### config.mk
export PLATFORM = sky130hd
export DESIGN_NAME = uart_spi_bridge_command_parser
export DESIGN_NICKNAME = d
export VERILOG_FILES = /design/src/sv/ubcp_pkg.sv /design/src/sv/ubcp_fifo.sv /design/src/sv/ubcp_front.sv /design/src/sv/ubcp_back.sv /design/src/sv/uart_spi_bridge_command_parser.sv
export SDC_FILE = /design/constraint.sdc
export NUM_CORES = 1
export LEC_CHECK = 0
export ABC_AREA = 1
export BUFFER_PORTS_ARGS = -buffer_cell sky130_fd_sc_hd__buf_2
export CAP_MARGIN = 0
export CORE_MARGIN = 2
export CORE_UTILIZATION = 30
export DETAILED_ROUTE_END_ITERATION = 10
export PLACE_DENSITY_LB_ADDON = 0.1
export SLEW_MARGIN = 30
export SYNTH_ARGS = -nofsm -noshare
export SYNTH_HDL_FRONTEND = slang
export SYNTH_SLANG_ARGS = --single-unit
### constraint.sdc
create_clock -name clk -period 1.8 [get_ports clk]
set_input_delay 0.45 -clock clk [delete_from_list [all_inputs] [get_ports clk]]
set_output_delay 0.45 -clock clk [all_outputs]
set_load 0.01 [all_outputs]
### src/sv/ubcp_pkg.sv
// shared types and constants of the command parser
// no dependencies
`default_nettype none

package ubcp_pkg;

    // command bytes
    localparam logic [7:0] CMD_SELECT   = 8'h73; // 's'
    localparam logic [7:0] CMD_UNSELECT = 8'h75; // 'u'
    localparam logic [7:0] CMD_ECHO     = 8'h65; // 'e'
    localparam logic [7:0] CMD_LINE_A   = 8'h61; // 'a'
    localparam logic [7:0] CMD_LINE_B   = 8'h62; // 'b'
    localparam logic [7:0] CMD_MODE     = 8'h6d; // 'm'
    localparam logic [1:0] MODE_MAX     = 2'd3;

    typedef enum logic [2:0] {
        PH_IDLE,
        PH_ECHO,
        PH_LINEA,
        PH_LINEB,
        PH_MODE,
        PH_WRITE,
        PH_XCHG
    } phase_t;

    // work handed from front to back
    typedef enum logic [3:0] {
        OP_NOP,
        OP_SEL_SET,
        OP_SEL_CLR,
        OP_BAD,
        OP_ECHO,
        OP_LINE_A,
        OP_LINE_B,
        OP_MODE,
        OP_WRITE,
        OP_XCHG
    } op_kind_t;

    typedef struct packed {
        op_kind_t    kind;
        logic [7:0]  data;
        logic [7:0]  miso;
    } op_t;

    // result beat, last member lands in bit 0
    typedef struct packed {
        logic        bad_command;
        logic [1:0]  bus_mode;
        logic        line_b;
        logic        line_a;
        logic        select_active;
        logic [7:0]  mosi_byte;
        logic        spi_valid;
        logic [7:0]  reply_byte;
        logic        reply_valid;
    } result_t;

endpackage

`default_nettype wire

### src/sv/ubcp_fifo.sv
// small register queue between parser front and back
// no package dependency
`default_nettype none

module ubcp_fifo #(
    parameter int DEPTH = 2,
    parameter int WIDTH = 8
) (
    input  wire logic             clk,
    input  wire logic             rst_n,
    input  wire logic             push,
    input  wire logic [WIDTH-1:0] wr_data,
    output logic                  full,
    input  wire logic             pop,
    output logic [WIDTH-1:0]      rd_data,
    output logic                  empty
);

    localparam int PTR_W = (DEPTH > 1) ? $clog2(DEPTH) : 1;
    localparam int CNT_W = $clog2(DEPTH + 1);

    logic [WIDTH-1:0] mem_reg [DEPTH];
    logic [PTR_W-1:0] wr_ptr_reg, wr_ptr_next;
    logic [PTR_W-1:0] rd_ptr_reg, rd_ptr_next;
    logic [CNT_W-1:0] count_reg, count_next;

    assign full    = (count_reg == CNT_W'(DEPTH));
    assign empty   = (count_reg == '0);
    assign rd_data = mem_reg[rd_ptr_reg];

    always_comb
    begin
        wr_ptr_next = wr_ptr_reg;
        rd_ptr_next = rd_ptr_reg;
        if (push)
        begin
            wr_ptr_next = (wr_ptr_reg == PTR_W'(DEPTH - 1)) ? '0 : wr_ptr_reg + 1'b1;
        end
        if (pop)
        begin
            rd_ptr_next = (rd_ptr_reg == PTR_W'(DEPTH - 1)) ? '0 : rd_ptr_reg + 1'b1;
        end
        unique case ({push, pop})
            2'b10:   count_next = count_reg + 1'b1;
            2'b01:   count_next = count_reg - 1'b1;
            default: count_next = count_reg;
        endcase
    end

    always_ff @(posedge clk or negedge rst_n)
    begin
        if (!rst_n)
        begin
            wr_ptr_reg <= '0;
            rd_ptr_reg <= '0;
            count_reg  <= '0;
        end
        else
        begin
            wr_ptr_reg <= wr_ptr_next;
            rd_ptr_reg <= rd_ptr_next;
            count_reg  <= count_next;
        end
    end

    always_ff @(posedge clk)
    begin
        if (push)
        begin
            mem_reg[wr_ptr_reg] <= wr_data;
        end
    end

endmodule

`default_nettype wire

### src/sv/ubcp_front.sv
// parser front: tracks command phase and classifies each host byte
// depends on ubcp_pkg
`default_nettype none

module ubcp_front
    import ubcp_pkg::*;
(
    input  wire logic       clk,
    input  wire logic       rst_n,
    input  wire logic       in_valid,
    input  wire logic [7:0] host_byte,
    input  wire logic [7:0] miso_byte,
    input  wire logic       queue_full,
    output logic            in_ready,
    output logic            push,
    output op_t             op
);

    phase_t     phase_reg, phase_next;
    logic [6:0] bytes_left_reg, bytes_left_next;

    assign in_ready = !queue_full;
    assign push     = in_valid && !queue_full;

    always_comb
    begin
        phase_next      = phase_reg;
        bytes_left_next = bytes_left_reg;
        op.kind         = OP_NOP;
        op.data         = host_byte;
        op.miso         = miso_byte;
        if (push)
        begin
            unique case (phase_reg)
                PH_ECHO:
                begin
                    op.kind    = OP_ECHO;
                    phase_next = PH_IDLE;
                end
                PH_LINEA:
                begin
                    op.kind    = OP_LINE_A;
                    phase_next = PH_IDLE;
                end
                PH_LINEB:
                begin
                    op.kind    = OP_LINE_B;
                    phase_next = PH_IDLE;
                end
                PH_MODE:
                begin
                    op.kind    = OP_MODE;
                    phase_next = PH_IDLE;
                end
                PH_WRITE, PH_XCHG:
                begin
                    op.kind         = (phase_reg == PH_XCHG) ? OP_XCHG : OP_WRITE;
                    bytes_left_next = bytes_left_reg - 1'b1;
                    if (bytes_left_next == '0)
                    begin
                        phase_next = PH_IDLE;
                    end
                end
                default:
                begin
                    phase_next = PH_IDLE;
                    priority if (host_byte[7])
                    begin
                        // run length is low six bits plus one
                        bytes_left_next = {1'b0, host_byte[5:0]} + 7'd1;
                        phase_next      = host_byte[6] ? PH_WRITE : PH_XCHG;
                    end
                    else
                    begin
                        unique case (host_byte)
                            CMD_SELECT:   op.kind = OP_SEL_SET;
                            CMD_UNSELECT: op.kind = OP_SEL_CLR;
                            CMD_ECHO:     phase_next = PH_ECHO;
                            CMD_LINE_A:   phase_next = PH_LINEA;
                            CMD_LINE_B:   phase_next = PH_LINEB;
                            CMD_MODE:     phase_next = PH_MODE;
                            default:      op.kind = OP_BAD;
                        endcase
                    end
                end
            endcase
        end
    end

    always_ff @(posedge clk or negedge rst_n)
    begin
        if (!rst_n)
        begin
            phase_reg      <= PH_IDLE;
            bytes_left_reg <= '0;
        end
        else
        begin
            phase_reg      <= phase_next;
            bytes_left_reg <= bytes_left_next;
        end
    end

endmodule

`default_nettype wire

### src/sv/ubcp_back.sv
// parser back: applies queued ops to the pin and mode state, registers the result
// depends on ubcp_pkg
`default_nettype none

module ubcp_back
    import ubcp_pkg::*;
(
    input  wire logic clk,
    input  wire logic rst_n,
    input  wire logic queue_empty,
    input  wire op_t  op,
    output logic      pop,
    output logic      out_valid,
    input  wire logic out_ready,
    output result_t   result
);

    logic       select_reg, select_next;
    logic       line_a_reg, line_a_next;
    logic       line_b_reg, line_b_next;
    logic [1:0] mode_reg, mode_next;
    logic       out_valid_reg, out_valid_next;
    result_t    result_reg, result_next;

    assign pop       = !queue_empty && (!out_valid_reg || out_ready);
    assign out_valid = out_valid_reg;
    assign result    = result_reg;

    always_comb
    begin
        select_next = select_reg;
        line_a_next = line_a_reg;
        line_b_next = line_b_reg;
        mode_next   = mode_reg;
        result_next = '0;
        unique case (op.kind)
            OP_SEL_SET: select_next = 1'b1;
            OP_SEL_CLR: select_next = 1'b0;
            OP_BAD:     result_next.bad_command = 1'b1;
            OP_ECHO:
            begin
                result_next.reply_valid = 1'b1;
                result_next.reply_byte  = op.data;
            end
            OP_LINE_A:  line_a_next = op.data[0];
            OP_LINE_B:  line_b_next = op.data[0];
            OP_MODE:
            begin
                if (op.data > {6'd0, MODE_MAX})
                begin
                    result_next.bad_command = 1'b1;
                end
                else
                begin
                    mode_next = op.data[1:0];
                end
            end
            OP_WRITE:
            begin
                result_next.spi_valid = 1'b1;
                result_next.mosi_byte = op.data;
            end
            OP_XCHG:
            begin
                result_next.spi_valid   = 1'b1;
                result_next.mosi_byte   = op.data;
                result_next.reply_valid = 1'b1;
                result_next.reply_byte  = op.miso;
            end
            default:
            begin
            end
        endcase
        result_next.select_active = select_next;
        result_next.line_a        = line_a_next;
        result_next.line_b        = line_b_next;
        result_next.bus_mode      = mode_next;

        if (pop)
        begin
            out_valid_next = 1'b1;
        end
        else if (out_ready)
        begin
            out_valid_next = 1'b0;
        end
        else
        begin
            out_valid_next = out_valid_reg;
        end
    end

    always_ff @(posedge clk or negedge rst_n)
    begin
        if (!rst_n)
        begin
            select_reg    <= 1'b0;
            line_a_reg    <= 1'b1;
            line_b_reg    <= 1'b1;
            mode_reg      <= 2'd0;
            out_valid_reg <= 1'b0;
        end
        else
        begin
            out_valid_reg <= out_valid_next;
            if (pop)
            begin
                select_reg <= select_next;
                line_a_reg <= line_a_next;
                line_b_reg <= line_b_next;
                mode_reg   <= mode_next;
            end
        end
    end

    always_ff @(posedge clk)
    begin
        if (pop)
        begin
            result_reg <= result_next;
        end
    end

endmodule

`default_nettype wire

### src/sv/uart_spi_bridge_command_parser.sv
// top level of the serial-host to spi byte-command parser
// depends on ubcp_pkg, ubcp_front, ubcp_fifo, ubcp_back
`default_nettype none

// Takes one host byte per beat (with the miso byte that pairs with it) and returns
// exactly one result beat per input beat, in order. The front tracks the command
// phase ('s', 'u', 'e', 'a', 'b', 'm', write runs 0xc0-0xff, exchange runs
// 0x80-0xbf) and turns each byte into an op; a QUEUE_DEPTH entry queue carries ops
// to the back, which owns chip select, lines a/b and the spi mode and fills the
// output register. Sustained rate is one beat per clock while the output is not
// held off; a result passes through the queue and the output register before it
// shows on the master side. Input stalls only when the queue is full: while the
// output is held off, ops pile up in the queue behind the output register until
// it fills.
// After reset: select off, lines a and b high, mode 0.
// reply_byte and mosi_byte read zero when their valid flag is clear; select,
// lines and mode in each beat are the values after that byte.

module uart_spi_bridge_command_parser
    import ubcp_pkg::*;
#(
    parameter int QUEUE_DEPTH = 2
) (
    input  wire logic        clk,
    input  wire logic        rst_n,
    input  wire logic        s_tvalid,
    output logic             s_tready,
    input  wire logic [15:0] s_tdata,  // host_byte[7:0], miso_byte[15:8]
    output logic             m_tvalid,
    input  wire logic        m_tready,
    // reply_valid[0], reply_byte[8:1], spi_valid[9], mosi_byte[17:10],
    // select_active[18], line_a[19], line_b[20], bus_mode[22:21], bad_command[23]
    output logic [23:0]      m_tdata
);

    op_t     front_op;
    op_t     back_op;
    logic    push;
    logic    pop;
    logic    queue_full;
    logic    queue_empty;
    result_t result;

    // classify host bytes
    ubcp_front u_front (
        .clk        (clk),
        .rst_n      (rst_n),
        .in_valid   (s_tvalid),
        .host_byte  (s_tdata[7:0]),
        .miso_byte  (s_tdata[15:8]),
        .queue_full (queue_full),
        .in_ready   (s_tready),
        .push       (push),
        .op         (front_op)
    );

    // decouples front and back so each can stall on its own
    ubcp_fifo #(
        .DEPTH (QUEUE_DEPTH),
        .WIDTH ($bits(op_t))
    ) u_queue (
        .clk     (clk),
        .rst_n   (rst_n),
        .push    (push),
        .wr_data (front_op),
        .full    (queue_full),
        .pop     (pop),
        .rd_data (back_op),
        .empty   (queue_empty)
    );

    // execute ops, hold the result beat
    ubcp_back u_back (
        .clk         (clk),
        .rst_n       (rst_n),
        .queue_empty (queue_empty),
        .op          (back_op),
        .pop         (pop),
        .out_valid   (m_tvalid),
        .out_ready   (m_tready),
        .result      (result)
    );

    assign m_tdata = result;

endmodule

`default_nettype wire

== Word-level counts from Yosys, hierarchy flattened ==
Memories as Yosys holds them, arrays and structs flattened.
Index checks and enable logic that the tools add are counted.

* Bits in latches: 0
* Memories kept: 1
* Memory bits (read-only): 0
* Logic and storage cells: 98
* Flip-flop bits (word level): 44
* Input port bits: 20
* Output and inout bits: 26
* Bits in writable memories: 40

{| class="wikitable"
|+ Memory list
! memory !! depth !! width !! rd ports !! clocked after memory_dff !! write ports !! line !! text
|-
| u_queue.mem_reg || 2 || 20 || 1 || 0 || 1 || ubcp_fifo.sv:22 || <nowiki>logic [WIDTH-1:0] mem_reg [DEPTH];</nowiki>
|}

* Reduce and logical (&&, ||, !) cells: 17
* Shifts and indexed selects: 0
* Divide/modulo/power cells: 0
* Add/subtract/negate cells: 6
* Order comparisons: 1
* Eq/ne operators: 25
* Bitwise logic cells: 1
* Multiplexer cells: 28
* Multipliers: 0

{| class="wikitable"
|+ Operator list
! cell !! count
|-
| $eq 8x7->1 const B || 6
|-
| $pmux 4 s5 || 1
|-
| $pmux 9 s2 || 1
|-
| $eq 4x3->1 const B || 4
|-
| $pmux 7 s2 || 1
|-
| $pmux 3 s4 || 1
|-
| $mux 1 || 11
|-
| $eq 3x3->1 const B || 3
|-
| $eq 4x2->1 const B || 2
|-
| $eq 4x4->1 const B || 2
|-
| $gt 8x2->1 const B || 1
|-
| $mux 4 || 2
|-
| $reduce_or 4->1 || 2
|-
| $add 6x1->7 const B || 1
|-
| $logic_not 7->1 || 1
|-
| $mux 7 || 1
|-
| $sub 7x1->7 const B || 1
|-
| $eq 3x2->1 const B || 2
|-
| $mux 2 || 3
|-
| $mux 3 || 2
|-
| $pmux 2 s3 || 1
|-
| $pmux 3 s2 || 1
|-
| $reduce_bool 2->1 || 3
|-
| $eq 2x2->1 const B || 2
|-
| other kinds (17) || 23
|}

== Longest topological paths before layout ==
Gate-level depths: netlist (run 1).

* Depth in word-level cells: 6
* Gate-level depth with buffers: 11
* Gate-level depth less buffers: 11

== Cells and area by module ==
From an unflattened synthesis (run 1), not the netlist that was laid out.

* Cell total of the unflattened synthesis: 420
* Area, all modules: 4,100.2 um2

{| class="wikitable"
|+ By module, submodules not included
! module !! cells each !! area an instance (um2) !! times used !! seq. area each (um2)
|-
| ubcp_fifo || 128 || 1,679.1 || 1 || 1,301.2
|-
| ubcp_back || 123 || 1,325.0 || 1 || 873.3
|-
| ubcp_front || 169 || 1,096.1 || 1 || 250.2
|}

== Worst setup path before layout (run 1) ==
Ideal clock, no wire load.

* Path kind: register to register
* From: reg u_queue.count_reg[0]
* To: mem u_queue.mem_reg[1][0] (netlist bit) (enable)
* Arrival: 1.608 ns
* Clock period less this slack: 2.006 ns
* Setup slack: -0.206 ns
* Required time: 1.402 ns
* Path buffers: 0
* Cell stages (with the launch flop): 5
* Library setup time: 0.398 ns
* Path through: dfrtp_1 -> inv_1 -> nand2_1 -> nand2_1 -> nor2_1

* Cells in the longest elaborated chain, start to end: 5

{| class="wikitable"
|+ RTL lines
! item !! line !! text
|-
| start: declaration || ubcp_fifo.sv:25 || <nowiki>logic [CNT_W-1:0] count_reg, count_next;</nowiki>
|-
| start signal: assignment || ubcp_fifo.sv:62 || <nowiki>count_reg <= count_next;</nowiki>
|-
| $eq 2x2->1 || ubcp_fifo.sv:27 || <nowiki>assign full = (count_reg == CNT_W'(DEPTH));</nowiki>
|-
| $logic_not 1->1 || -- ||
|-
| named net s_tready || uart_spi_bridge_command_parser.sv:27 || <nowiki>output logic s_tready,</nowiki>
|-
| $logic_and 1x1->1 || ubcp_front.sv:23 || <nowiki>assign push = in_valid && !queue_full;</nowiki>
|-
| $mux 1 || ubcp_fifo.sv:68 || <nowiki>if (push)</nowiki>
|-
| $mux 1 (implied by the code) || ubcp_fifo.sv:70 || <nowiki>mem_reg[wr_ptr_reg] <= wr_data;</nowiki>
|-
| end: declaration || ubcp_fifo.sv:22 ||
|}

The timed path passes the listed nets, and every way through them passes these cells.

== Worst setup path in the final report (run 1) ==
* From: reg u_queue.rd_ptr_reg
* To: reg u_back.result_reg (netlist bit u_back.result[21]), data pin

* Cells in the longest elaborated chain, start to end: 4
* Elaborated cells on any way between the ends: 5
* Classes of those cells: order compare (1); eq/ne (1); mux (2); memory (1)

{| class="wikitable"
|+ RTL lines
! item !! line !! text
|-
| start: declaration || ubcp_fifo.sv:24 || <nowiki>logic [PTR_W-1:0] rd_ptr_reg, rd_ptr_next;</nowiki>
|-
| start signal: assignment || ubcp_fifo.sv:61 || <nowiki>rd_ptr_reg <= rd_ptr_next;</nowiki>
|-
| $mem_v2 2x20 * || -- ||
|-
| $gt 8x2->1 || ubcp_back.sv:49 || <nowiki>if (op.data > {6'd0, MODE_MAX})</nowiki>
|-
| $mux 2 || ubcp_back.sv:49 ||
|-
| $mux 2 * || ubcp_back.sv:36 || <nowiki>unique case (op.kind)</nowiki>
|-
| named net u_back.mode_next[0] || ubcp_back.sv:21 || <nowiki>logic [1:0] mode_reg, mode_next;</nowiki>
|-
| end signal: assignment || ubcp_back.sv:120 || <nowiki>result_reg <= result_next;</nowiki>
|-
| end: declaration || ubcp_back.sv:23 || <nowiki>result_t result_reg, result_next;</nowiki>
|}

The timed path passes the listed nets; every way through them passes the cells marked *.
A chain may end at the register's enable or synchronous reset.

==> flow_metrics.py, run 1 <==
metrics = {
    "status": {
        "status": "finished, final reports clean",
    },
    "setup_path": {
        "critical_path_depth": 5,
        "reg2reg_to": "u_back.result[21]$_DFFE_PP_",
        "r2r_cells": 5,
        "worstPathMaxFanout": 9,
        "crit_type": "reg -> reg",
        "end_kind": "flop",
        "crit_path_top_delay_cell": "dfrtp_2",
        "crit_start": "u_queue.rd_ptr_reg$_DFFE_PN0P_",
        "critical-path-top-delay-family": "flip-flops",
        "cp_common_cell": "buf_4",
        "crit_end": "u_back.result[21]$_DFFE_PP_",
        "reg2reg_from": "u_queue.rd_ptr_reg$_DFFE_PN0P_",
        "crit_buf_inv": 2,
        "worstPathRequired_ns": 1.90,
        "crit_chain": "buf_4 > buf_4 > o21ai_2 > nand4_1 > and2_1",
        "critPathMaxStageDelay_ns": 0.47,
        "cp-start-kind": "flop",
        "cp.arrival_ns": 1.76,
        "r2r_slack_ns": 0.14,
    },
    "cts": {
        "cts-htree-levels": 3,
        "clock_latency_ns": 0.34,
        "cts_buffer_depth": 2,
        "ctsHoldBuffers": 0,
        "cts_made_buffers": 9,
        "path_clk_slew_ns": 0.06,
        "cts_sinks": 84,
        "cts_root_buffer": "clkbuf_16",
        "cts_tree": "yes",
    },
    "global_routing": {
        "grt_max_degree": 35,
        "overflow": 0,
        "grt_pass1_wl_um": 13800,
        "grt_usage_pct": 12.8,
        "grt_pass1_vias": 2704,
        "antenna_found_initial": 0,
    },
    "timing": {
        "drv_slew": 0,
        "fin_skew_ns": 0.00614,
        "setup_viol": 0,
        "clock.fmax_mhz": 603,
        "tns_ns": 0,
        "tightest_slew_ns": 0.519,
        "rsz0062_at_grt": "no",
        "slew_headroom_pct": 65.4,
        "final-hold-violation-count": 0,
        "period_minus_slack_ns": 1.66,
        "period_share_pct": 92.1,
    },
    "power": {
        "p_int_w": 0.00534,
        "clkPwrFrac_pct": 23.7,
        "p_leak_nw": 2.08,
        "p_seq_share_pct": 39.0,
        "p_sw_w": 0.00305,
        "p_per_area_nw_per_um2": 1740,
        "p_sw_share_pct": 36.4,
        "p_comb_share_pct": 37.3,
        "power.total_w": 0.00840,
        "vdd_ir_drop_max_v": 0.000540,
    },
    "detailed_routing": {
        "vias_per_cell": 4.44,
        "drc": 0,
        "first_iter_violations": 218,
        "routed_wire_length_per_instance_um": 13.3,
        "first_pass_iters": 4,
        "vias": 2815,
        "detail-route-antenna-nets": 0,
        "routed_wl_um": 8460,
    },
    "cells_and_area": {
        "n_antenna_cell": 0,
        "largest_register_ff_count": 40,
        "drive_gt1_share_pct": 23.4,
        "nNetsFinal": 483,
        "syn_to_final_growth_pct": 23.3,
        "fin_cells": 634,
    },
    "hold_path": {
        "hp-class": "in -> async",
    },
    "placed_design": {
        "io_buffers": 45,
        "routabilityCongestion": 0.776,
        "hpwl_um": 6070,
        "placed_cells": 617,
    },
    "floorplan": {
        "ios": 46,
        "fp.dieH_um": 118,
        "dieWidth_um": 118,
        "initial_core_util_pct": 30.9,
        "dieArea_um2": 14000,
        "core_region_area_um2": 12700,
        "rows": 41,
    },
    "flow_run": {
        "maxCapViolations": 0,
    },
    "synth": {
        "syn-num-nets": 414,
        "synth-seq-cells": 84,
        "yosysSeqAreaShare_pct": 62.0,
        "synth_area_um2": 3910,
        "avgSynthCellArea_um2": 10.1,
        "yosysWarnings": 0,
        "synthDistinctLibCells": 32,
        "syn-instance-count": 388,
    },
}
## power by group through the flow
stage / clock network (W) / registers [W] / logic [W]
4_1_cts: 0.00205 / 0.00328 / 0.00315
3_3_place_gp: 0 / 0.00331 / 0.00313
6_report: 0.00199 / 0.00327 / 0.00313
5_1_grt: 0.00212 / 0.00336 / 0.00355
3_5_place_dp: 0 / 0.00331 / 0.00313
2_1_floorplan: 0 / 0.00342 / 0.00188
## cell usage after synthesis
| master | instances | area, um^2 |
|---|---|---|
| o21ai_0 | 24 | 120 |
| xnor2_1 | 1 | 8.76 |
| buf_6 | 2 | 22.5 |
| o211ai_1 | 11 | 82.6 |
| dfstp_2 | 2 | 52.6 |
| buf_2 | 5 | 25.0 |
| nand2_1 | 90 | 338 |
| nor2_1 | 35 | 131 |
| nand3_2 | 3 | 30.0 |
| nand3b_1 | 1 | 7.51 |
| nand3_1 | 21 | 105 |
| a31oi_1 | 2 | 12.5 |
| ha_1 | 6 | 75.1 |
| inv_1 | 48 | 180 |
| nor2_2 | 3 | 18.8 |
| dfrtp_1 | 18 | 450 |
| nor3_1 | 2 | 10.0 |
| and2_1 | 3 | 18.8 |
| a21oi_1 | 6 | 30.0 |
| o21ai_2 | 2 | 17.5 |
| nand4_1 | 7 | 43.8 |
| inv_2 | 3 | 11.3 |
| or2_2 | 8 | 50.1 |
| nand2_2 | 1 | 6.26 |
| edfxtp_1 | 64 | 1920 |
| a21boi_0 | 1 | 7.51 |
| nor2_4 | 2 | 22.5 |
| or2_1 | 1 | 6.26 |
| o21a_1 | 3 | 22.5 |
| xor2_1 | 4 | 35.0 |
| o21ai_1 | 8 | 40.0 |
| mux2i_1 | 1 | 10.0 |
## cell type report
type / instances / area [um^2]
tap: 172 / 215
clock inverter: 5 / 85.1
timing repair buffer: 65 / 400
sequential: 84 / 2430
fill: 1274 / 7840
clock buffer: 11 / 233
inverter: 51 / 194
multi-input combinational: 246 / 1270
## stage by stage
step / setup slack, ns / hold WS, ns / cell area [um^2] / utilization (%)
global route: 0.00861 / 0.125 / 4830 / 38.1
detailed placement: 0.0826 / 0.463 / 4490 / 35.4
global placement: 0.0662 / 0.462 / 4490 / 35.4
floorplan: 0.0586 / 0.154 / 3920 / -
finish: 0.142 / 0.0732 / 4830 / 38.1
CTS: 0.0587 / 0.0909 / 4810 / 37.9
## cell usage in the layout (no fill, tap or decap), types with 2 or more instances in the layout
cell | synthesis | routed
a21oi_1 | 6 | 5
a31oi_1 | 2 | 2
and2_1 | 3 | 3
buf_12 | 0 | 2
buf_2 | 5 | 45
buf_4 | 0 | 18
bufinv_16 | 0 | 2
clkbuf_1 | 0 | 2
clkbuf_16 | 0 | 9
dfrtp_1 | 18 | 17
dfstp_2 | 2 | 2
edfxtp_1 | 64 | 64
ha_1 | 6 | 6
inv_1 | 48 | 47
inv_2 | 3 | 3
nand2_1 | 90 | 90
nand3_1 | 21 | 21
nand3_2 | 3 | 2
nand4_1 | 7 | 7
nor2_1 | 35 | 33
nor2_2 | 3 | 5
nor2_4 | 2 | 2
nor3_1 | 2 | 2
o211ai_1 | 11 | 11
o21a_1 | 3 | 3
o21ai_0 | 24 | 22
o21ai_1 | 8 | 10
o21ai_2 | 2 | 2
or2_2 | 8 | 8
xor2_1 | 4 | 4
## worst reg2reg max path, stage by stage, from the launching register on
cell     delay (ns)
dfrtp_2        0.47
buf_4          0.15
buf_4          0.17
o21ai_2        0.30
nand4_1        0.15
and2_1         0.17
## worst min-delay path by stage
| stage | start | end | slack, ns | depth (start not counted) |
|---|---|---|---|---|
| global placement | rst_n | u_back.mode_reg[0]$_DFFE_PN0P_ | 0.46 | 1 |
| global route | rst_n | u_back.mode_reg[1]$_DFFE_PN0P_ | 0.12 | 1 |
| floorplan | rst_n | u_back.mode_reg[0]$_DFFE_PN0P_ | 0.15 | 0 |
| detailed placement | rst_n | u_back.mode_reg[0]$_DFFE_PN0P_ | 0.46 | 1 |
| finish | rst_n | u_back.mode_reg[1]$_DFFE_PN0P_ | 0.07 | 1 |
| CTS | rst_n | u_back.mode_reg[1]$_DFFE_PN0P_ | 0.09 | 1 |
## kinds of logic (layout without fill, tap and decap cells)
family	count (synthesis)	count (layout)	share of synthesized area [%]
AO/OA/AOI/OAI	57	57	8.50
buffers and inverters	58	132	6.11
AND/OR/NAND/NOR	177	177	20.1
multiplexers	1	1	0.256
adder cells (fa/ha/maj)	6	6	1.92
XOR/XNOR	5	5	1.12
flip-flops	84	84	62.0
## metal layers
metal	up-vias	global-route usage, %	share of wire (%)
li1	1439	-	-
met1	1288	18.1	49
met2	75	18.3	43
met3	13	3.81	6.2
met4	0	5.35	2.1
met5	-	0	0
## repair_timing
item,4_1_cts,5_1_grt
gates resized for setup,0,6
setup endpoints to repair,0,16
setup buffers,0,1
(Power assumes the default switching activity.)
==> inputs of run 2 (changes only) <==
--- a/config.mk
+++ b/config.mk
@@ -5,13 +5,14 @@
 export SDC_FILE = /design/constraint.sdc
 export NUM_CORES = 1
 export LEC_CHECK = 0
-export ABC_AREA = 1
 export BUFFER_PORTS_ARGS = -buffer_cell sky130_fd_sc_hd__buf_2
 export CAP_MARGIN = 0
+export CELL_PAD_IN_SITES_DETAIL_PLACEMENT = 1
+export CELL_PAD_IN_SITES_GLOBAL_PLACEMENT = 1
 export CORE_MARGIN = 2
 export CORE_UTILIZATION = 30
 export DETAILED_ROUTE_END_ITERATION = 10
-export PLACE_DENSITY_LB_ADDON = 0.1
+export PLACE_DENSITY = 0.57
 export SLEW_MARGIN = 30
 export SYNTH_ARGS = -nofsm -noshare
 export SYNTH_HDL_FRONTEND = slang
==> run 2 against run 1 <==
  * The run now ends with setup timing left
  * Combinational power is 11% higher
  * Area after synthesis is 1.0% higher
  * Sequential share of layout area decreased by 2.9 points
  * First-iteration DRC count fell by 71%
  * Non-clock buffer count increased by 24
==> flow_metrics.py, run 2 <==
metrics = {
    "status": {
        "status": "complete, but fails checks",
        "violations": "setup timing",
    },
    "cells_and_area": {
        "n_antenna_cell": 0,
        "syn_to_final_growth_pct": 29.4,
        "nFillCells": 1394,
        "multi_input_area_um2": 1550,
        "final_common_cell": "edfxtp_1",
        "drive_gt1_share_pct": 37.3,
        "regArea_um2": 2430,
        "layout_common_cells": "64 x edfxtp_1, 45 x buf_2, 41 x buf_4, 26 x nor2_1, 19 x mux2i_1",
        "largest_register_ff_count": 40,
        "nNetsFinal": 424,
        "fin_cells": 574,
    },
    "floorplan": {
        "dieArea_um2": 14100,
        "initial_core_util_pct": 31.1,
        "fp.dieH_um": 119,
        "rows": 41,
        "dieWidth_um": 119,
        "core_region_area_um2": 12700,
        "ios": 46,
    },
    "detailed_routing": {
        "drc": 0,
        "vias_per_cell": 4.83,
        "detail-route-antenna-nets": 0,
        "routed_wire_length_per_instance_um": 16.6,
        "first_pass_iters": 4,
        "routed_wl_um": 9510,
        "vias": 2772,
        "first_iter_violations": 64,
    },
    "timing": {
        "drv_slew": 0,
        "period_share_pct": 104,
        "tightest_slew_ns": 0.485,
        "final-hold-violation-count": 0,
        "clock.fmax_mhz": 532,
        "whs_ns": 0.0556,
        "period_minus_slack_ns": 1.88,
        "fin_skew_ns": 0.00891,
        "rsz0062_at_grt": "yes",
        "setup_viol": 3,
        "fin_ws_ns": -0.0790,
        "slew_headroom_pct": 67.7,
    },
    "synth": {
        "yosysSeqAreaShare_pct": 61.3,
        "async_flop_share_pct": 23.8,
        "synthTopCellsByArea": "edfxtp_1 49%, dfrtp_1 11%, mux2i_1 5.1%",
        "ys.flop_type": "edfxtp_1",
        "synthDistinctLibCells": 62,
        "synth-seq-cells": 84,
        "yosysMostFrequentCell": "edfxtp_1",
        "syn-num-nets": 343,
        "synth_edf_count": 64,
        "yosysWarnings": 0,
        "synth_top_cells_by_count": "64 x edfxtp_1, 28 x nor2_1, 20 x mux2i_1",
        "yosys.area.top_type": "edfxtp_1",
        "avgSynthCellArea_um2": 12.5,
        "synth_area_um2": 3950,
        "syn-instance-count": 317,
        "synth_top_area_share_pct": 48.6,
    },
    "cts": {
        "cts_sinks": 84,
        "cts_root_buffer": "clkbuf_16",
        "cts_made_buffers": 9,
        "cts_tree": "yes",
        "clock_latency_ns": 0.34,
        "cts-htree-levels": 3,
        "path_clk_slew_ns": 0.07,
        "cts_buffer_depth": 2,
    },
    "global_routing": {
        "overflow": 0,
        "grt_max_degree": 21,
        "antenna_found_initial": 0,
        "grt_pass1_wl_um": 15700,
        "grt_pass1_vias": 3020,
        "grt_usage_pct": 14.4,
    },
    "placed_design": {
        "hpwl_um": 7000,
        "placed_cells": 556,
        "routabilityCongestion": 0.806,
        "io_buffers": 45,
    },
    "power": {
        "p_per_area_nw_per_um2": 1670,
        "vdd_ir_drop_max_v": 0.000628,
        "p_leak_nw": 2.02,
    },
    "flow_run": {
        "maxCapViolations": 0,
    },
    "setup_path": {
        "cp-start-kind": "flop",
        "crit_chain": "inv_2 > ha_4 > or3b_4 > o31a_1 > nor4b_2 > o21ai_1 > a21o_1",
        "worstPathRequired_ns": 2.04,
        "end_kind": "flop",
        "crit_path_top_delay_cell": "dfrtp_1",
        "worstPathMaxFanout": 2,
        "crit_buf_inv": 1,
        "critPathMaxStageDelay_ns": 0.40,
        "cp.arrival_ns": 2.12,
        "critical-path-top-delay-family": "simple AND/OR/NAND/NOR gates",
        "crit_type": "reg -> reg",
    },
    "hold_path": {
        "hp-class": "in -> async",
    },
}
==> run 2: cell families (layout without fill, tap and decap cells) <==
kind of cell | Yosys count | count (layout) | share of synthesized area, %
adder cells (fa/ha/maj) | 6 | 6 | 1.90
buffers and inverters | 31 | 116 | 3.54
flip-flops | 84 | 84 | 61.3
AND/OR/NAND/NOR | 90 | 90 | 12.2
AO/OA/AOI/OAI | 65 | 65 | 10.6
multiplexers | 28 | 28 | 7.53
XOR/XNOR | 13 | 13 | 2.88
==> run 2: routing by layer <==
layer  global-route usage, %  wire (um)  vias up
li1                        -          -     1334
met2                    24.0       4670       36
met4                    5.13        159        0
met5                       0          0        -
met1                    17.9       4390     1390
met3                    3.91        290       12
==> run 2: cell type report <==
| cell class | count | share of cell area, % |
|---|---|---|
| multi-input cells | 202 | 30.4 |
| flip-flops and latches | 84 | 47.4 |
| repair buffers | 89 | 11.6 |
| clock inverters | 4 | 1.00 |
| inverters | 12 | 0.880 |
| well taps | 172 | 4.21 |
| clock buffers | 11 | 4.55 |
==> run 2: worst register-to-register path: stages (launching register included) <==
cell and delay, ns:
dfrtp_1 0.40, inv_2 0.09, ha_4 0.13, or3b_4 0.37, o31a_1 0.28, nor4b_2 0.22
o21ai_1 0.11, a21o_1 0.19
==> run 2: final timing paths <==
path / startpoint / end / depth (start not counted) / slack (ns)
setup / recovery: u_front.bytes_left_reg[1]$_DFFE_PN0P_ / u_front.phase_reg[1]$_DFFE_PN0P_ / 7 / -0.08
hold / removal: rst_n / u_front.bytes_left_reg[3]$_DFFE_PN0P_ / 1 / 0.06
setup reg to reg: u_front.bytes_left_reg[1]$_DFFE_PN0P_ / u_front.phase_reg[1]$_DFFE_PN0P_ / 7 / -0.08
hold reg to reg: u_queue.count_reg[1]$_DFFE_PN0P_ / u_queue.count_reg[1]$_DFFE_PN0P_ / 1 / 0.50
max in group asynchronous: rst_n / u_back.line_a_reg$_DFFE_PN1P_ / 1 / 1.38
min in group clk: s_tdata[11] / u_queue.mem_reg[0][3]$_DFFE_PP_ / 1 / 0.30
==> run 2: what timing repair did <==
| item | in CTS | in global routing |
|---|---|---|
| resized for setup | 7 | 22 |
| pin swaps | 3 | 7 |
| endpoints found under the setup margin | 8 | 21 |
| buffers inserted | 2 | 1 |
| hold buffers | 0 | 0 |
==> run 2: power breakdown <==
| part | switching [W] | leakage (nW) | total (W) | internal [W] |
|---|---|---|---|---|
| Sequential | 0.000343 | 0.851 | 0.00326 | 0.00292 |
| Clock | 0.000757 | 0.136 | 0.00183 | 0.00107 |
| Combinational | 0.00188 | 1.03 | 0.00346 | 0.00158 |
==> run 2: through the flow <==
stage,utilization (%),TNS [ns],power [W],instance area [um^2],setup slack (ns)
floorplan,-,-0.247,0.00523,4010,-0.0929
finish,40.2,-0.199,0.00855,5120,-0.0790
global placement,36.8,-0.476,0.00645,4690,-0.0764
CTS,39.4,-0.250,0.00850,5020,-0.0880
global route,40.2,-0.554,0.00910,5120,-0.150
detailed placement,36.8,-0.878,0.00654,4690,-0.102
==> inputs of run 3 (changes only) <==
--- a/config.mk
+++ b/config.mk
@@ -9,7 +9,6 @@
 export CAP_MARGIN = 0
 export CELL_PAD_IN_SITES_DETAIL_PLACEMENT = 1
 export CELL_PAD_IN_SITES_GLOBAL_PLACEMENT = 1
-export CORE_MARGIN = 2
 export CORE_UTILIZATION = 30
 export DETAILED_ROUTE_END_ITERATION = 10
 export PLACE_DENSITY = 0.57
==> constraint.sdc (replaced) <==
create_clock -name clk -period 1.7 [get_ports clk]
set_input_delay 0.425 -clock clk [delete_from_list [all_inputs] [get_ports clk]]
set_output_delay 0.425 -clock clk [all_outputs]
set_load 0.01 [all_outputs]
==> run 3 against run 2 <==
  * The flow still finishes with violations (setup timing)
  * Setup slack worse by 0.12 ns
  * Power up 13%
  * Register-to-register slack worse by 0.12 ns
  * Sequential power up 6.4%
  * Cell area up 6.0%
  * Sequential share of layout area down 2.7 points
  * Non-clock buffer count up 16
  * Combinational power up 22%
  * Clock skew down 0.0022 ns
  * Global-route usage up 1.5 points
  * Routed wire length up 5.8%
  * Count of clock-buffer cells in the layout down 2
  * Critical path type unchanged
==> flow_metrics.py, run 3 (same netlist as run 2, synthesis figures left out) <==
metrics = {
    "cells_and_area": {
        "layout_common_cells": "64 x edfxtp_1, 50 x buf_4, 45 x buf_2, 22 x nor2_1, 17 x dfrtp_1",
        "fin_cells": 593,
        "fin_util_pct": 42.7,
        "regArea_um2": 2430,
        "n_antenna_cell": 0,
        "largest_register_ff_count": 40,
        "nNetsFinal": 442,
        "final_common_cell": "edfxtp_1",
        "syn_to_final_growth_pct": 37.2,
        "nFillCells": 1395,
        "multi_input_area_um2": 1710,
        "drive_gt1_share_pct": 44.2,
    },
    "global_routing": {
        "overflow": 0,
        "grt_pass1_vias": 3087,
        "grt_max_degree": 28,
        "antenna_found_initial": 0,
        "grt_usage_pct": 15.9,
        "grt_pass1_wl_um": 15800,
    },
    "cts": {
        "cts_root_buffer": "clkbuf_16",
        "ctsHoldBuffers": 0,
        "cts-htree-levels": 3,
        "cts_made_buffers": 9,
        "path_clk_slew_ns": 0.06,
        "cts_buffer_depth": 2,
        "cts_tree": "yes",
        "cts_sinks": 84,
        "clock_latency_ns": 0.35,
    },
    "setup_path": {
        "worstPathRequired_ns": 1.94,
        "crit_type": "reg -> reg",
        "crit_start": "u_front.bytes_left_reg[1]$_DFFE_PN0P_",
        "r2r_cells": 7,
        "crit_end": "u_front.phase_reg[1]$_DFFE_PN0P_",
        "cp-start-kind": "flop",
        "reg2reg_from": "u_front.bytes_left_reg[1]$_DFFE_PN0P_",
        "worstPathMaxFanout": 2,
        "cp.arrival_ns": 2.15,
        "reg2reg_to": "u_front.phase_reg[1]$_DFFE_PN0P_",
        "end_kind": "flop",
        "r2r_slack_ns": -0.20,
    },
    "detailed_routing": {
        "vias_per_cell": 4.84,
        "first_iter_violations": 120,
        "routed_wire_length_per_instance_um": 17.0,
        "drc": 0,
        "vias": 2872,
        "first_pass_iters": 4,
        "detail-route-antenna-nets": 0,
        "routed_wl_um": 10100,
    },
    "timing": {
        "tns_ns": -0.981,
        "tightest_slew_ns": 0.495,
        "whs_ns": 0.0304,
        "period_share_pct": 112,
        "period_minus_slack_ns": 1.90,
        "drv_slew": 0,
        "final-hold-violation-count": 0,
        "fin_ws_ns": -0.203,
        "rsz0062_at_grt": "yes",
        "clock.fmax_mhz": 525,
        "slew_headroom_pct": 67.0,
        "setup_viol": 12,
        "fin_skew_ns": 0.00667,
    },
    "flow_run": {
        "maxCapViolations": 0,
    },
    "power": {
        "p_leak_nw": 2.14,
        "vdd_ir_drop_max_v": 0.000713,
        "p_per_area_nw_per_um2": 1780,
    },
    "floorplan": {
        "ios": 46,
        "rows": 41,
        "dieWidth_um": 117,
        "fp.dieH_um": 117,
        "dieArea_um2": 13600,
        "initial_core_util_pct": 31.1,
        "core_region_area_um2": 12700,
    },
    "status": {
        "status": "complete, but fails checks",
        "violations": "setup timing",
    },
    "placed_design": {
        "routabilityCongestion": 0.793,
        "place_ws_ns": -0.238,
        "io_buffers": 45,
        "placed_cells": 568,
        "hpwl_um": 7200,
    },
    "hold_path": {
        "hp-class": "in -> async",
    },
}
[run 3: cell types whose count changed in the layout (fill, tap and decap cells not counted), sizes merged]
cell	delta
buf	+16
clkbuf	-2
clkinv	+2
inv	+1
or3	+2
[run 3: layer usage]
layer	GRT usage (%)	part of all wire [%]	wire (um)
met5	0	0	0
met4	6.84	1.9	189
met3	4.33	3.1	313
met2	27.2	51	5100
met1	18.9	44	4470
[run 3: what timing repair did]
| item | 4_1_cts | 5_1_grt |
|---|---|---|
| gates cloned | 1 | 2 |
| endpoints found under the hold margin | 0 | 0 |
| pin swaps | 10 | 8 |
| setup buffers | 4 | 3 |
| resized for setup | 25 | 45 |
| setup endpoints to repair | 25 | 27 |
[run 3: layout make-up]
cell class                 instances  share of cell area [%]
tap                              172                    3.97
clock buffer                       9                    4.15
clock inverter                     7                    1.22
multi-input combinational        204                    31.5
sequential                        84                    44.7
inverter                          12                   0.876
timing repair buffer             105                    13.6
[run 3: how the worst min path moves through the flow]
| stage | from | endpoint | slack (ns) | cells after the start |
|---|---|---|---|---|
| 2_1_floorplan | rst_n | u_back.mode_reg[0]$_DFFE_PN0P_ | 0.13 | 0 |
| 3_3_place_gp | rst_n | u_front.bytes_left_reg[5]$_DFFE_PN0P_ | 0.42 | 1 |
| 3_5_place_dp | rst_n | u_front.bytes_left_reg[0]$_DFFE_PN0P_ | 0.42 | 1 |
| 4_1_cts | rst_n | u_front.bytes_left_reg[0]$_DFFE_PN0P_ | 0.04 | 1 |
| 5_1_grt | rst_n | u_front.bytes_left_reg[0]$_DFFE_PN0P_ | 0.06 | 1 |
| 6_report | rst_n | u_front.bytes_left_reg[5]$_DFFE_PN0P_ | 0.03 | 1 |
[run 3: power breakdown]
part	switching [W]	leakage (nW)	total (W)	internal [W]
Combinational	0.00223	1.15	0.00423	0.00200
Clock	0.000827	0.139	0.00196	0.00113
Sequential	0.000378	0.851	0.00347	0.00309
[run 3: worst max-delay path, stage by stage (launching register included)]
cell and delay (ns):
dfrtp_1 0.39, inv_2 0.09, ha_4 0.13, or3b_4 0.37, o31a_1 0.27, nor4b_2 0.24, o21ai_1 0.11, a21o_1 0.19
[run 3: stage by stage]
| stage | total power, W | cell area, um^2 |
|---|---|---|
| after floorplan | 0.00555 | 4010 |
| after global placement | 0.00691 | 4780 |
| after detailed placement | 0.00703 | 4780 |
| after CTS | 0.00927 | 5190 |
| after global routing | 0.0102 | 5430 |
| final | 0.00965 | 5430 |
